[config.mk]
export PLATFORM = sky130hd
export DESIGN_NAME = fgm_ctrl
export DESIGN_NICKNAME = d
export VERILOG_FILES = /design/src/rtl/core/fgm_pkg.sv /design/src/rtl/core/fgm_ctrl.sv
export SDC_FILE = /design/constraint.sdc
export NUM_CORES = 1
export LEC_CHECK = 0
export BUFFER_PORTS_ARGS = -buffer_cell sky130_fd_sc_hd__buf_2
export CAP_MARGIN = 20
export CORE_MARGIN = 1.5
export CORE_UTILIZATION = 35
export DETAILED_ROUTE_END_ITERATION = 8
export MAX_ROUTING_LAYER = met4
export PLACE_DENSITY = 0.67
export SLEW_MARGIN = 10
export SYNTH_ARGS = -nofsm -noshare
export SYNTH_HDL_FRONTEND = slang
export SYNTH_SLANG_ARGS = --single-unit
[constraint.sdc]
create_clock -name clk -period 3.3 [get_ports clk]
set_clock_uncertainty 0.15 [all_clocks]
set_input_delay 0.33 -clock clk [delete_from_list [all_inputs] [get_ports clk]]
set_output_delay 0.33 -clock clk [all_outputs]
set_load 0.02 [all_outputs]
[src/rtl/core/fgm_pkg.sv]
// ----------------------------------------------------------------------------
// fgm_pkg
// Shared constants, widths and controller/datapath interface types for the
// feature gallery matcher.
// ----------------------------------------------------------------------------
package fgm_pkg;

	// Sizes of the query vector and the gallery
	localparam int FEAT_LEN    = 128;
	localparam int GAL_DEPTH   = 32;

	localparam int ELEM_W      = (FEAT_LEN > 1) ? $clog2(FEAT_LEN) : 1;
	localparam int ELEM_CNT_W  = $clog2(FEAT_LEN + 1);
	localparam int ENTRY_W     = (GAL_DEPTH > 1) ? $clog2(GAL_DEPTH) : 1;
	localparam int ENTRY_CNT_W = $clog2(GAL_DEPTH + 1);
	localparam int GMEM_DEPTH  = GAL_DEPTH << ELEM_W;

	// Field widths
	localparam int FEAT_W      = 16;
	localparam int PROD_W      = 2 * FEAT_W;
	localparam int ACC_W       = PROD_W + $clog2(FEAT_LEN) + 1;
	localparam int ID_W        = 32;
	localparam int FRAME_W     = 32;
	localparam int SLOT_W      = 5;
	localparam int THR_W       = 32;
	localparam int IN_TDATA_W  = 48;
	localparam int OUT_TDATA_W = 40;

	// APB register map
	localparam int              PADDR_W     = 3;
	localparam logic [PADDR_W-1:0] ADDR_THRESHOLD = 3'd0;
	localparam logic [THR_W-1:0]   THRESHOLD_RST  = 32'd751619277;

	// Commands carried in tuser
	localparam logic CMD_MATCH = 1'b0;
	localparam logic CMD_ADD   = 1'b1;

	// Controller to datapath commands
	typedef struct packed {
		logic               take;        // input transaction accepted
		logic               score_init;  // load best score with threshold
		logic               rd_issue;    // read query (and gallery) element
		logic               rd_copy;     // read is for copying into gallery
		logic [ELEM_W-1:0]  elem;
		logic [ENTRY_W-1:0] entry;
		logic               rd_last;     // final element of this entry
		logic               slot_init;   // pick append slot, seed oldest search
		logic               search_step; // compare one last-seen frame
		logic               commit;      // load result, update tables
	} fgm_cmd_t;

	// Datapath to controller status
	typedef struct packed {
		logic [ENTRY_CNT_W-1:0] entry_cnt;
		logic                   gal_full;
		logic                   out_free;
	} fgm_status_t;

endpackage

[src/rtl/core/fgm_ctrl.sv]
// ----------------------------------------------------------------------------
// fgm_ctrl
// Sequencer for the matcher: collects elements, then walks scoring, oldest
// entry search, vector copy and result hand-off.
// ----------------------------------------------------------------------------
module fgm_ctrl
	import fgm_pkg::*;
(
	input  logic        clk,
	input  logic        arst_n,
	input  logic        s_tvalid,
	input  logic        s_tlast,
	input  logic        s_tuser,
	output logic        s_tready,
	input  fgm_status_t status,
	output fgm_cmd_t    cmd
);

	typedef enum logic [2:0] {
		ST_IDLE,
		ST_SCORE,
		ST_DRAIN,
		ST_SEARCH,
		ST_COPY,
		ST_RESULT
	} state_t;

	state_t             state_q;
	logic [ELEM_W-1:0]  elem_q;
	logic [ENTRY_W-1:0] entry_q;
	logic               drain_q;
	logic               take;
	logic               elem_last;
	logic               entry_last;

	assign s_tready   = (state_q == ST_IDLE);
	assign take       = s_tvalid && s_tready;
	assign elem_last  = (elem_q == ELEM_W'(FEAT_LEN - 1));
	assign entry_last = ((ENTRY_CNT_W'(entry_q) + ENTRY_CNT_W'(1)) == status.entry_cnt);

	// Decode commands from state and counters
	always_comb begin
		cmd             = '0;
		cmd.take        = take;
		cmd.elem        = elem_q;
		cmd.entry       = entry_q;
		cmd.rd_last     = elem_last;
		cmd.score_init  = take && s_tlast && (s_tuser == CMD_MATCH);
		cmd.slot_init   = take && s_tlast && (s_tuser == CMD_ADD);
		cmd.rd_issue    = (state_q == ST_SCORE) || (state_q == ST_COPY);
		cmd.rd_copy     = (state_q == ST_COPY);
		cmd.search_step = (state_q == ST_SEARCH);
		cmd.commit      = (state_q == ST_RESULT) && status.out_free;
	end

	// Hold state and advance counters
	always_ff @(posedge clk or negedge arst_n) begin
		if (!arst_n) begin
			state_q <= ST_IDLE;
			elem_q  <= '0;
			entry_q <= '0;
			drain_q <= 1'b0;
		end else begin
			case (state_q)
				ST_IDLE: begin
					elem_q  <= '0;
					entry_q <= '0;
					drain_q <= 1'b0;
					if (take && s_tlast) begin
						if (s_tuser == CMD_ADD) begin
							if (status.gal_full && (GAL_DEPTH > 1)) begin
								entry_q <= ENTRY_W'(1);
								state_q <= ST_SEARCH;
							end else begin
								state_q <= ST_COPY;
							end
						end else if (status.entry_cnt == '0) begin
							state_q <= ST_RESULT;
						end else begin
							state_q <= ST_SCORE;
						end
					end
				end
				ST_SCORE: begin
					if (elem_last) begin
						elem_q <= '0;
						if (entry_last) begin
							state_q <= ST_DRAIN;
						end else begin
							entry_q <= entry_q + ENTRY_W'(1);
						end
					end else begin
						elem_q <= elem_q + ELEM_W'(1);
					end
				end
				ST_DRAIN: begin
					drain_q <= 1'b1;
					if (drain_q) begin
						state_q <= ST_RESULT;
					end
				end
				ST_SEARCH: begin
					if (entry_q == ENTRY_W'(GAL_DEPTH - 1)) begin
						state_q <= ST_COPY;
					end else begin
						entry_q <= entry_q + ENTRY_W'(1);
					end
				end
				ST_COPY: begin
					if (elem_last) begin
						state_q <= ST_RESULT;
					end else begin
						elem_q <= elem_q + ELEM_W'(1);
					end
				end
				ST_RESULT: begin
					if (status.out_free) begin
						state_q <= ST_IDLE;
					end
				end
				default: begin
					state_q <= ST_IDLE;
				end
			endcase
		end
	end

endmodule

==> summary.txt, run 1 <==
status -> finished clean
FF/Latch Area -> 400 um^2
fin area -> 1550 um^2
row count -> 21
Num CTS Buffers -> 3
unrepaired setup endpoints after global routing -> no
Peak supply drop -> 0.269 mV
commonest non-fill, non-tap cell in the layout -> buf_2
slowest CP cell -> dfrtp_1
Flop pwr share -> 32.1%
vias in the first global route -> 1219
DRT iter0 DRCs -> 77
global-route usage over all layers -> 18.3%
FMAX -> 0.384 GHz
Async SR Flop Fraction -> 100%
worst slew pin tran -> 0.832 ns
Internal -> 0.623 mW
nets@finish -> 199
Post-synth EDFFs -> 0
first-pass GRT wire length -> 5780 um
DRT Pass-1 Iters -> 4
cells after synthesis -> 151
Antenna Diode Count -> 0
area of the multi-input gates -> 803 um^2
IO Pins -> 34
Yosys cell types -> 51
Gate power share -> 53.2%
core area -> 3440 um^2
register bit total from synthesis -> 16
GRT overflow -> 0
Post-DP Area -> 1480 um^2
crit path capture type -> flop
layout cells sized above 1 -> 27.5%
crit-path cells -> ha_1 > and3_1 > ha_1 > xor2_1 > nor3_1 > nand3_1 > a211oi_2 > mux2i_1
final hold violations -> 0
antenna violations before repair -> 0
Clock Latency Late Sink -> 0.26 ns
DR top layer -> met4
most frequent cells in the layout -> 33 x buf_2, 16 x dfrtp_1, 12 x nor2_1
CP Buf/Inv Count -> 0
post-DP HPWL -> 2470 um
Post-CTS Setup Bufs -> 0
Avg WL per Cell -> 14.7 um
via density per instance -> 5.48
clk buf depth -> 2
met2 wire length -> 1580 um
cell area after synthesis -> 1290 um^2
drt total wl -> 3340 um
Data required, critical path -> 3.34 ns
Die Ht -> 63.8 um
CP max FO -> 5
Syn. warnings -> 0
endpoints failing setup -> 0
min-delay worst type -> in -> reg
mean cell area of the mapped netlist -> 8.56 um^2
PortBufs -> 33
startpoint types -> flop
Via Count -> 1250
GPL Wtd Cong -> 0.806
Fillers -> 341
maxcap violations -> 0
final core area utilization -> 44.9%
pwr/cell area -> 809 nW/um^2
Max Slew Vio Count -> 0
Die ar. -> 4070 um^2
crit path DAT -> 2.65 ns
switching share of power -> 50.1%
Die Wd -> 63.8 um
fin crit share -> 78.9%
Sw Pwr -> 0.627 mW
top_reg_cell synth -> dfrtp_1
Max-slew headroom -> 44.5%
Syn Nets -> 167
TritonCTS Sinks -> 16
Lkg Pwr -> 0.683 nW
Clock transition at path regs -> 0.07 ns
Syn-to-layout area delta -> 19.6%
drt drc -> 0
critical path class -> reg -> reg
ANT nets after route -> 0
Resize count post-CTS -> 0
family with the most delay on the worst path -> simple AND/OR/NAND/NOR gates
Slowest Stage Delay on Critical Path -> 0.42 ns
Clk pwr share -> 14.7%
clk root buf -> clkbuf_8
post-layout min period -> 2.60 ns
sequential fraction of the synthesis area -> 31.0%
M1 wire length -> 1580 um
worst hold slack -> 0.301 ns
H-tree depth -> 1
DR WL met3 -> 131 um
Top cell by count, worst path -> ha_1
largest net degree at the start of global routing -> 25
setup TNS -> 0 ns
CTS tree -> done
Starting Density -> 37.5%
-- synth_stat cells, types with 2 or more instances --
cell type | number | area share, %
a22oi_1 | 2 | 1.2
inv_1 | 8 | 2.3
nand2b_1 | 2 | 0.97
or3_1 | 3 | 1.5
nor3b_1 | 3 | 1.7
xor2_1 | 3 | 2.0
nor4_1 | 3 | 1.5
o21ai_1 | 6 | 2.3
nor3_1 | 4 | 1.5
nand4_1 | 4 | 1.9
xnor2_1 | 7 | 4.7
a21oi_1 | 6 | 2.3
dfrtp_1 | 16 | 31
nand3_1 | 7 | 2.7
nor2_1 | 12 | 3.5
a31oi_1 | 2 | 0.97
buf_4 | 2 | 1.2
a211oi_1 | 2 | 1.2
and3_1 | 2 | 0.97
buf_2 | 4 | 1.5
inv_2 | 3 | 0.87
a32o_1 | 2 | 1.5
o211ai_1 | 2 | 1.2
ha_1 | 3 | 2.9
mux2i_1 | 5 | 3.9
nand2_1 | 10 | 2.9
o21ai_0 | 3 | 1.2
buf_1 | 2 | 0.58
-- power groups by stage --
stage               clock network (mW)  registers [mW]  logic (mW)
floorplan                            0           0.355       0.533
global placement                     0           0.399       0.663
detailed placement                   0           0.400       0.664
CTS                              0.186           0.398       0.666
global route                     0.195           0.420       0.740
finish                           0.184           0.401       0.665
-- flip-flops by register name, summed over array words and instances (netlist names) --
register,flops
state_q,3
elem_q,7
drain_q,1
entry_q,5
-- metal layers --
metal,track usage [%],vias to the layer above
met5,-,-
met4,5.71,0
met3,3.70,5
met2,27.6,29
met1,24.7,600
li1,-,616
-- metrics by stage --
| stage | cells | setup WS [ns] | power [mW] |
|---|---|---|---|
| 2_1_floorplan | 151 | 0.875 | 0.889 |
| 3_3_place_gp | 223 | 0.880 | 1.06 |
| 3_5_place_dp | 223 | 0.727 | 1.06 |
| 4_1_cts | 228 | 0.709 | 1.25 |
| 5_1_grt | 228 | 0.491 | 1.35 |
| 6_report | 228 | 0.695 | 1.25 |
-- area by class of cell --
cell class,instances,share of cell area [%]
Multi-Input combinational cell,115,52.0
Sequential cell,16,25.9
Timing Repair Buffer,35,11.8
Tap cell,46,3.72
Clock buffer,4,3.56
Inverter,12,3.00
-- logic make-up (layout without fill, tap and decap cells) --
family	count (synthesis)	after routing	synth area share, %
AOI/OAI and AO/OA	40	40	25.0
and+or+nand+nor	56	56	22.7
muxes	6	6	4.74
buffers and inverters	20	51	6.87
adders and majority gates	3	3	2.90
DFF	16	16	31.0
xor gates and xnor gates	10	10	6.78
-- worst paths after layout --
path,from,end,slack (ns),cells past startpoint
setup / recovery,entry_q[0]$_DFFE_PN0P_,state_q[2]$_DFFE_PN0P_,0.70,8
hold / removal,status[1],entry_q[0]$_DFFE_PN0P_,0.30,3
setup reg to reg,entry_q[0]$_DFFE_PN0P_,state_q[2]$_DFFE_PN0P_,0.70,8
hold reg to reg,drain_q$_DFFE_PN0P_,drain_q$_DFFE_PN0P_,0.41,1
max in group asynchronous,arst_n,elem_q[3]$_DFFE_PN0P_,2.35,2
min in group asynchronous,arst_n,entry_q[4]$_DFFE_PN0P_,0.36,2
-- worst reg2reg max path, delay by kind of cell (launching register included) --
kind / cells / cell delay, ns
flip-flops: 1 / 0.42
adder cells (fa/ha/maj): 2 / 0.56
XOR/XNOR: 1 / 0.17
multiplexers: 1 / 0.22
AO/OA/AOI/OAI: 1 / 0.37
AND/OR/NAND/NOR: 3 / 0.65
-- what timing repair did --
item,4_1_cts,5_1_grt
endpoints found under the setup margin,0,0
endpoints found under the hold margin,16,0
hold buffers,1,0
No activity file was read; power rests on OpenSTA's default activity.
==> run 2, diff against run 1 <==
--- a/config.mk
+++ b/config.mk
@@ -5,13 +5,14 @@
 export SDC_FILE = /design/constraint.sdc
 export NUM_CORES = 1
 export LEC_CHECK = 0
+export ABC_AREA = 1
 export BUFFER_PORTS_ARGS = -buffer_cell sky130_fd_sc_hd__buf_2
 export CAP_MARGIN = 20
 export CORE_MARGIN = 1.5
 export CORE_UTILIZATION = 35
 export DETAILED_ROUTE_END_ITERATION = 8
 export MAX_ROUTING_LAYER = met4
-export PLACE_DENSITY = 0.67
+export PLACE_DENSITY = 0.69
 export SLEW_MARGIN = 10
 export SYNTH_ARGS = -nofsm -noshare
 export SYNTH_HDL_FRONTEND = slang
==> constraint.sdc (replaced) <==
create_clock -name clk -period 2.3 [get_ports clk]
set_clock_uncertainty 0.15 [all_clocks]
set_input_delay 0.23 -clock clk [delete_from_list [all_inputs] [get_ports clk]]
set_output_delay 0.23 -clock clk [all_outputs]
set_load 0.02 [all_outputs]
==> run 2 against run 1 <==
Sequential power is 8.7% higher. Setup slack worse by 0.46 ns. Highest routed layer unchanged. First-iteration DRC count is 32% lower. Non-clock buffer count is 1 higher. Clock power is 23% lower. Cell count is 16% higher. Critical path type is now reg -> out. Design area is 1.5% higher. Via count is 1.2% lower. Sequential share of layout area is 0.37 points lower. Area after synthesis is 0.77% lower.
==> summary.txt, run 2 <==
r2r worst-path depth -> 12 (+4)
R2R Path Start -> entry_q[1]$_DFFE_PN0P_
Post-DP Area -> 1500 um^2 (+1.2%)
pwr/cell area -> 1000 nW/um^2 (+24%)
max FFs per register -> 7 (unchanged)
startpoint types -> flop
Yosys cell types -> 32 (-37%)
final core area utilization -> 45.9% (+1.0 points)
Max Slew Vio Count -> 0 (unchanged)
Die Wd -> 63.5 um (-0.38%)
clk buf depth -> 2 (unchanged)
Num CTS Buffers -> 3 (unchanged)
cell area after synthesis -> 1280 um^2 (-0.77%)
Max-slew headroom -> 75.0% (+30 points)
worst slew pin tran -> 0.375 ns (-0.457 ns)
Syn Nets -> 197 (+18%)
post-synth top area share -> 31.2% (+0.24 points)
mean cell area of the mapped netlist -> 7.09 um^2 (-17%)
Peak supply drop -> 0.384 mV (+43%)
Internal -> 0.754 mW (+21%)
most frequent cells in the layout -> 47 x nand2_1, 33 x buf_2, 27 x inv_1
Fillers -> 378 (+11%)
register bit total from synthesis -> 16 (unchanged)
crit path DAT -> 1.68 ns (-0.97 ns)
Avg WL per Cell -> 11.0 um (-25%)
Clock Latency Late Sink -> 0.28 ns (+0.02 ns)
worst slack, placed -> 0.101 ns (-0.626 ns)
switching share of power -> 52.0% (+1.8 points)
xor-xnor portion of the synthesized cell area -> 2.73% (-4.0 points)
CP max FO -> 6 (+1)
count leader, synth -> nand2_1
TritonCTS Sinks -> 16 (unchanged)
unrepaired setup endpoints after global routing -> no
Post-Synth Simple-Gate Area -> 40.4% (+18 points)
Gate power share -> 63.2% (+10 points)
drt total wl -> 2920 um (-13%)
cells after synthesis -> 181 (+20%)
drt drc -> 0 (unchanged)
Antenna Diode Count -> 0 (unchanged)
crit path capture type -> primary output
Async SR Flop Fraction -> 100% (unchanged)
status -> finished clean
GPL Wtd Cong -> 0.844 (+4.7%)
commonest non-fill, non-tap cell in the layout -> nand2_1
FMAX -> 0.485 GHz
fin cells -> 264 (+16%)
antenna violations before repair -> 0 (unchanged)
adder-cell share of the synthesized area -> 2.93% (+0.023 points)
largest net degree at the start of global routing -> 17 (-32%)
Placed Cells incl. Taps -> 259 (+16%)
Syn-to-layout area delta -> 22.2%
total power -> 1.57 mW (+26%)
top cell type by total area after synthesis -> dfrtp_1
Data required, critical path -> 1.92 ns (-1.42 ns)
Die ar. -> 4040 um^2 (-0.75%)
maxcap violations -> 0 (unchanged)
global-route usage over all layers -> 16.2% (-2.1 points)
main area contributors after synthesis -> dfrtp_1 31%, nand2_1 14%, inv_1 7.9%, nand3_1 6.6%, nor2_1 4.1%
critical hold path startpoint -> status[1]
Worst R2R Setup Slack -> 0.24 ns (-0.46 ns)
endpoints failing setup -> 0 (unchanged)
PortBufs -> 33 (unchanged)
area of the multi-input gates -> 762 um^2 (-5.1%)
largest family of logic cells by synthesized area -> simple AND/OR/NAND/NOR gates
Lkg Pwr -> 0.869 nW (+27%)
worst hold slack -> 0.206 ns (-0.0945 ns)
setup TNS -> 0 ns (unchanged)
Clock transition at path regs -> 0.09 ns (+0.02 ns)
GRT overflow -> 0 (unchanged)
FF/Latch Area -> 400 um^2 (unchanged)
row count -> 21 (unchanged)
post-layout min period -> 2.06 ns
H-tree depth -> 1 (unchanged)
Sw Pwr -> 0.816 mW (+30%)
fin crit share -> 89.7%
sequential fraction of the synthesis area -> 31.2% (+0.24 points)
IO Pins -> 34 (unchanged)
top flop regs -> elem_q (7), entry_q (5), state_q (3)
DRT Pass-1 Iters -> 4 (unchanged)
Compound-Gate Fraction of Synth Area -> 10.2% (-15 points)
Post-synth EDFFs -> 0 (unchanged)
post-DP HPWL -> 2310 um (-6.5%)
Starting Density -> 37.5% (about the same)
first-pass GRT wire length -> 5130 um (-11%)
Hold Path Sink -> state_q[0]$_DFFE_PN0P_
list of most frequent post-synthesis cells -> 49 x nand2_1, 27 x inv_1, 17 x nand3_1, 16 x dfrtp_1, 14 x nor2_1
fin area -> 1570 um^2 (+1.5%)
core area -> 3420 um^2 (-0.76%)
ANT nets after route -> 0 (unchanged)
Syn. warnings -> 0 (unchanged)
mux share of post-synthesis cell area -> 0.780% (-4.0 points)
end of the worst register-to-register path -> state_q[2]$_DFFE_PN0P_
vias in the first global route -> 1158 (-5.0%)
via density per instance -> 4.68 (-15%)
Via Count -> 1235 (-1.2%)
critical path class -> reg -> out
DRT iter0 DRCs -> 52 (-32%)
worst hold path depth -> 5 (+2)
final hold violations -> 0 (unchanged)
Die Ht -> 63.5 um (-0.38%)
CTS tree -> done
layout cells sized above 1 -> 31.2% (+3.7 points)
Flop pwr share -> 27.8% (-4.3 points)
clk root buf -> clkbuf_4
nets@finish -> 236 (+19%)
Clk pwr share -> 9.1% (-5.6 points)
Setup WS post-layout -> 0.237 ns (-0.458 ns)
Reg with most FFs -> elem_q
min-delay worst type -> in -> reg
top_reg_cell synth -> dfrtp_1
[run 2: cell types whose count changed in the layout (fill, tap and decap cells not counted), moves of 4 or more]
cell,delta
o21ai_0,+5
o21ai_1,-6
nand2_1,+37
nand3_1,+10
nor3_1,-4
inv_1,+19
clkbuf_8,-4
nand2_4,+5
nor2_2,+6
a21oi_1,-4
mux2i_1,-4
xnor2_1,-6
[run 2: cell families (layout without fill, tap and decap cells)]
kind of cell,after synthesis,in the layout
buf+inv,36,73
compound gates,18,18
xor+xnor,4,4
simple gates,103,103
mux,1,1
fa+ha+maj,3,3
flops,16,16
[run 2: layout make-up]
class / count / area share, %
repair buffers: 36 / 12.1
flip-flops and latches: 16 / 25.5
inverters: 34 / 8.62
clock buffers: 3 / 1.44
multi-input cells: 129 / 48.6
well taps: 46 / 3.67
[run 2: critical path, stage by stage (launching register included)]
cell and delay (ns):
dfrtp_1 0.44, ha_1 0.24, nand2_1 0.10, nor3_2 0.22
nand2_4 0.14, inv_2 0.09, buf_2 0.16
[run 2: layer usage]
layer / GRT usage (%) / wire, um
met1: 20.3 / 1340
met2: 27.2 / 1450
met3: 3.75 / 118
met4: 2.45 / 15
met5: - / 0
[run 2: what timing repair did]
item                                   in CTS  in global routing
gates resized for setup                     0                  7
endpoints found under the hold margin      16                  0
hold buffers                                1                  0
setup buffers                               0                  1
setup endpoints to repair                   0                  7
[run 2: worst max path at each step]
stage,to,cells after the start,slack [ns],from
after floorplan,entry_q[0]$_DFFE_PN0P_,13,0.14,entry_q[0]$_DFFE_PN0P_
final,cmd[3],6,0.24,elem_q[0]$_DFFE_PN0P_
after global routing,entry_q[0]$_DFFE_PN0P_,13,0.02,entry_q[1]$_DFFE_PN0P_
after global placement,entry_q[1]$_DFFE_PN0P_,13,0.19,entry_q[1]$_DFFE_PN0P_
after detailed placement,entry_q[0]$_DFFE_PN0P_,13,0.10,entry_q[1]$_DFFE_PN0P_
after CTS,entry_q[0]$_DFFE_PN0P_,13,0.08,entry_q[1]$_DFFE_PN0P_
[run 2: power by group through the flow]
stage / registers [mW] / clock network [mW] / logic, mW
after detailed placement: 0.444 / 0 / 0.980
after global routing: 0.449 / 0.168 / 1.10
final: 0.436 / 0.142 / 0.992
after CTS: 0.439 / 0.150 / 0.986
after global placement: 0.442 / 0 / 0.975
after floorplan: 0.471 / 0 / 0.717
==> run 3, diff against run 2 <==
--- a/config.mk
+++ b/config.mk
@@ -10,6 +10,7 @@
 export CAP_MARGIN = 20
 export CORE_MARGIN = 1.5
 export CORE_UTILIZATION = 35
+export CTS_BUF_LIST = sky130_fd_sc_hd__clkbuf_8
 export DETAILED_ROUTE_END_ITERATION = 8
 export MAX_ROUTING_LAYER = met4
 export PLACE_DENSITY = 0.69
==> run 3 against run 2 <==
Routed wire length is 0.48% lower. Register-to-register slack worse by 0.04 ns. Combinational power hardly changed. Non-clock buffer count stayed put. Maximum frequency is 1.8% lower. Via count is 1.1% lower. Cell count stayed put. Count of clock-buffer cells in the layout stayed put. Die area stayed put. Flip-flop and latch count stayed put. Critical path depth is 6 higher. Design area is 0.40% higher. Highest routed layer unchanged.
==> summary.txt, run 3 (synthesis gave the netlist of run 2 again) <==
status -> finished clean
H-tree depth -> 1 (unchanged)
critical hold path startpoint -> status[1]
Via Count -> 1222 (-1.1%)
GPL Wtd Cong -> 0.844 (unchanged)
Top cell by count, worst path -> nand2_1
crit path capture type -> flop
Peak supply drop -> 0.563 mV (+46%)
total power -> 1.64 mW (+4.2%)
IO Pins -> 34 (unchanged)
Clock Latency Late Sink -> 0.25 ns (-0.03 ns)
PortBufs -> 33 (unchanged)
post-layout min period -> 2.10 ns (+0.0379 ns)
Num CTS Buffers -> 3 (unchanged)
most frequent cells in the layout -> 47 x nand2_1, 33 x buf_2, 27 x inv_1
Clock transition at path regs -> 0.06 ns (-0.03 ns)
Avg WL per Cell -> 11.0 um (-0.48%)
Die Wd -> 63.5 um (unchanged)
DRT iter0 DRCs -> 67 (+29%)
Data required, critical path -> 2.29 ns (+0.37 ns)
GRT overflow -> 0 (unchanged)
drt drc -> 0 (unchanged)
nets@finish -> 236 (unchanged)
pwr/cell area -> 1040 nW/um^2 (+3.8%)
slowest CP cell -> dfrtp_1
Die ar. -> 4040 um^2 (unchanged)
setup TNS -> 0 ns (unchanged)
vias in the first global route -> 1132 (-2.2%)
layout cells sized above 1 -> 30.7% (-0.46 points)
Die Ht -> 63.5 um (unchanged)
top flop regs -> elem_q (7), entry_q (5), state_q (3)
Lkg Pwr -> 0.880 nW (+1.2%)
critical path class -> reg -> reg
crit-path cells -> ha_2 > nand2_2 > nor2_2 > ha_1 > xnor2_1 > nand3_1 > nor2_1 > nand2_1 > o21bai_2 > nand2_2 > nand2_1 > nand2_1
first-pass GRT wire length -> 5080 um (-0.94%)
post-DP HPWL -> 2310 um (unchanged)
worst slew pin tran -> 0.364 ns (-0.0114 ns)
final hold violations -> 0 (unchanged)
DRT Pass-1 Iters -> 4 (unchanged)
Crit. Startpoint -> entry_q[0]$_DFFE_PN0P_
Slowest Stage Delay on Critical Path -> 0.39 ns (-0.05 ns)
via density per instance -> 4.63 (-1.1%)
antenna violations before repair -> 0 (unchanged)
ANT nets after route -> 0 (unchanged)
CP max FO -> 4 (-2)
worst hold slack -> 0.246 ns (+0.0393 ns)
core area -> 3420 um^2 (unchanged)
min-delay worst type -> in -> reg
Reg with most FFs -> elem_q
Syn-to-layout area delta -> 22.7%
startpoint types -> flop
CTS tree -> done
row count -> 21 (unchanged)
endpoints failing setup -> 0 (unchanged)
clk root buf -> clkbuf_8
commonest non-fill, non-tap cell in the layout -> nand2_1
drt total wl -> 2900 um (-0.48%)
global-route usage over all layers -> 16.2% (+0.039 points)
fin crit share -> 91.3% (+1.6 points)
FMAX -> 0.476 GHz (-1.8%)
TritonCTS Sinks -> 16 (unchanged)
maxcap violations -> 0 (unchanged)
Max Slew Vio Count -> 0 (unchanged)
crit path DAT -> 2.09 ns (+0.41 ns)
Antenna Diode Count -> 0 (unchanged)
Starting Density -> 37.5% (unchanged)
Max-slew headroom -> 75.7% (+0.76 points)
max FFs per register -> 7 (unchanged)
R2R Path Start -> entry_q[0]$_DFFE_PN0P_
clk buf depth -> 2 (unchanged)
largest net degree at the start of global routing -> 17 (unchanged)
Fillers -> 378 (unchanged)
run 3: cell count changes in the layout (fill, tap and decap cells not counted):
| cell | change |
|---|---|
| clkbuf_4 | -3 |
| clkbuf_8 | +3 |
| ha_1 | +1 |
| ha_4 | -1 |
run 3: area by class of cell:
type | count | area (um^2) | area share [%]
clock buffer | 3 | 41.3 | 2.62
inverter | 34 | 135 | 8.59
multi-input combinational | 129 | 749 | 47.6
sequential | 16 | 400 | 25.4
tap | 46 | 57.6 | 3.66
timing repair buffer | 36 | 190 | 12.1
run 3: power by group:
part           total [mW]  internal (mW)  switching [mW]
clock               0.206          0.116          0.0904
combinational       0.992          0.349           0.643
sequential          0.438          0.345          0.0927
run 3: routing by layer:
metal / GRT usage [%] / routed length [um] / part of all wire, % / vias to the layer above
met5: - / 0 / 0 / -
met1: 20.6 / 1350 / 46 / 546
met3: 3.75 / 102 / 3.5 / 2
met2: 26.6 / 1440 / 50 / 24
met4: 3.26 / 10 / 0.34 / 0
li1: - / - / - / 650
run 3: critical path, delay by kind of cell, from the launching register on:
kind	cells	cell delay, ns
compound gates	1	0.21
xor+xnor	1	0.15
fa+ha+maj	2	0.50
flops	1	0.39
simple gates	8	0.58
run 3: timing repair:
action	in CTS	in global routing
setup buffers	0	1
hold endpoints to repair	16	0
hold buffers	1	0
resized for setup	0	6
endpoints found under the setup margin	0	7
run 3: per-stage QoR:
step | cell area (um^2) | util [%] | setup WS (ns) | cells
2_1_floorplan | 1280 | - | 0.136 | 181
3_3_place_gp | 1500 | 43.8 | 0.185 | 259
3_5_place_dp | 1500 | 43.8 | 0.101 | 259
4_1_cts | 1550 | 45.3 | 0.0878 | 263
5_1_grt | 1570 | 46.1 | -0.0103 | 264
6_report | 1570 | 46.1 | 0.200 | 264
run 3: worst paths after layout:
check                                          to  slack, ns  depth (start not counted)
max                        state_q[2]$_DFFE_PN0P_       0.20                         12
min reg2reg                   drain_q$_DFFE_PN0P_       0.32                          2
min                        state_q[0]$_DFFE_PN0P_       0.25                          5
max in group asynchronous  state_q[1]$_DFFE_PN0P_       1.46                          2
max reg2reg                state_q[2]$_DFFE_PN0P_       0.20                         12
min in group asynchronous  entry_q[1]$_DFFE_PN0P_       0.28                          2
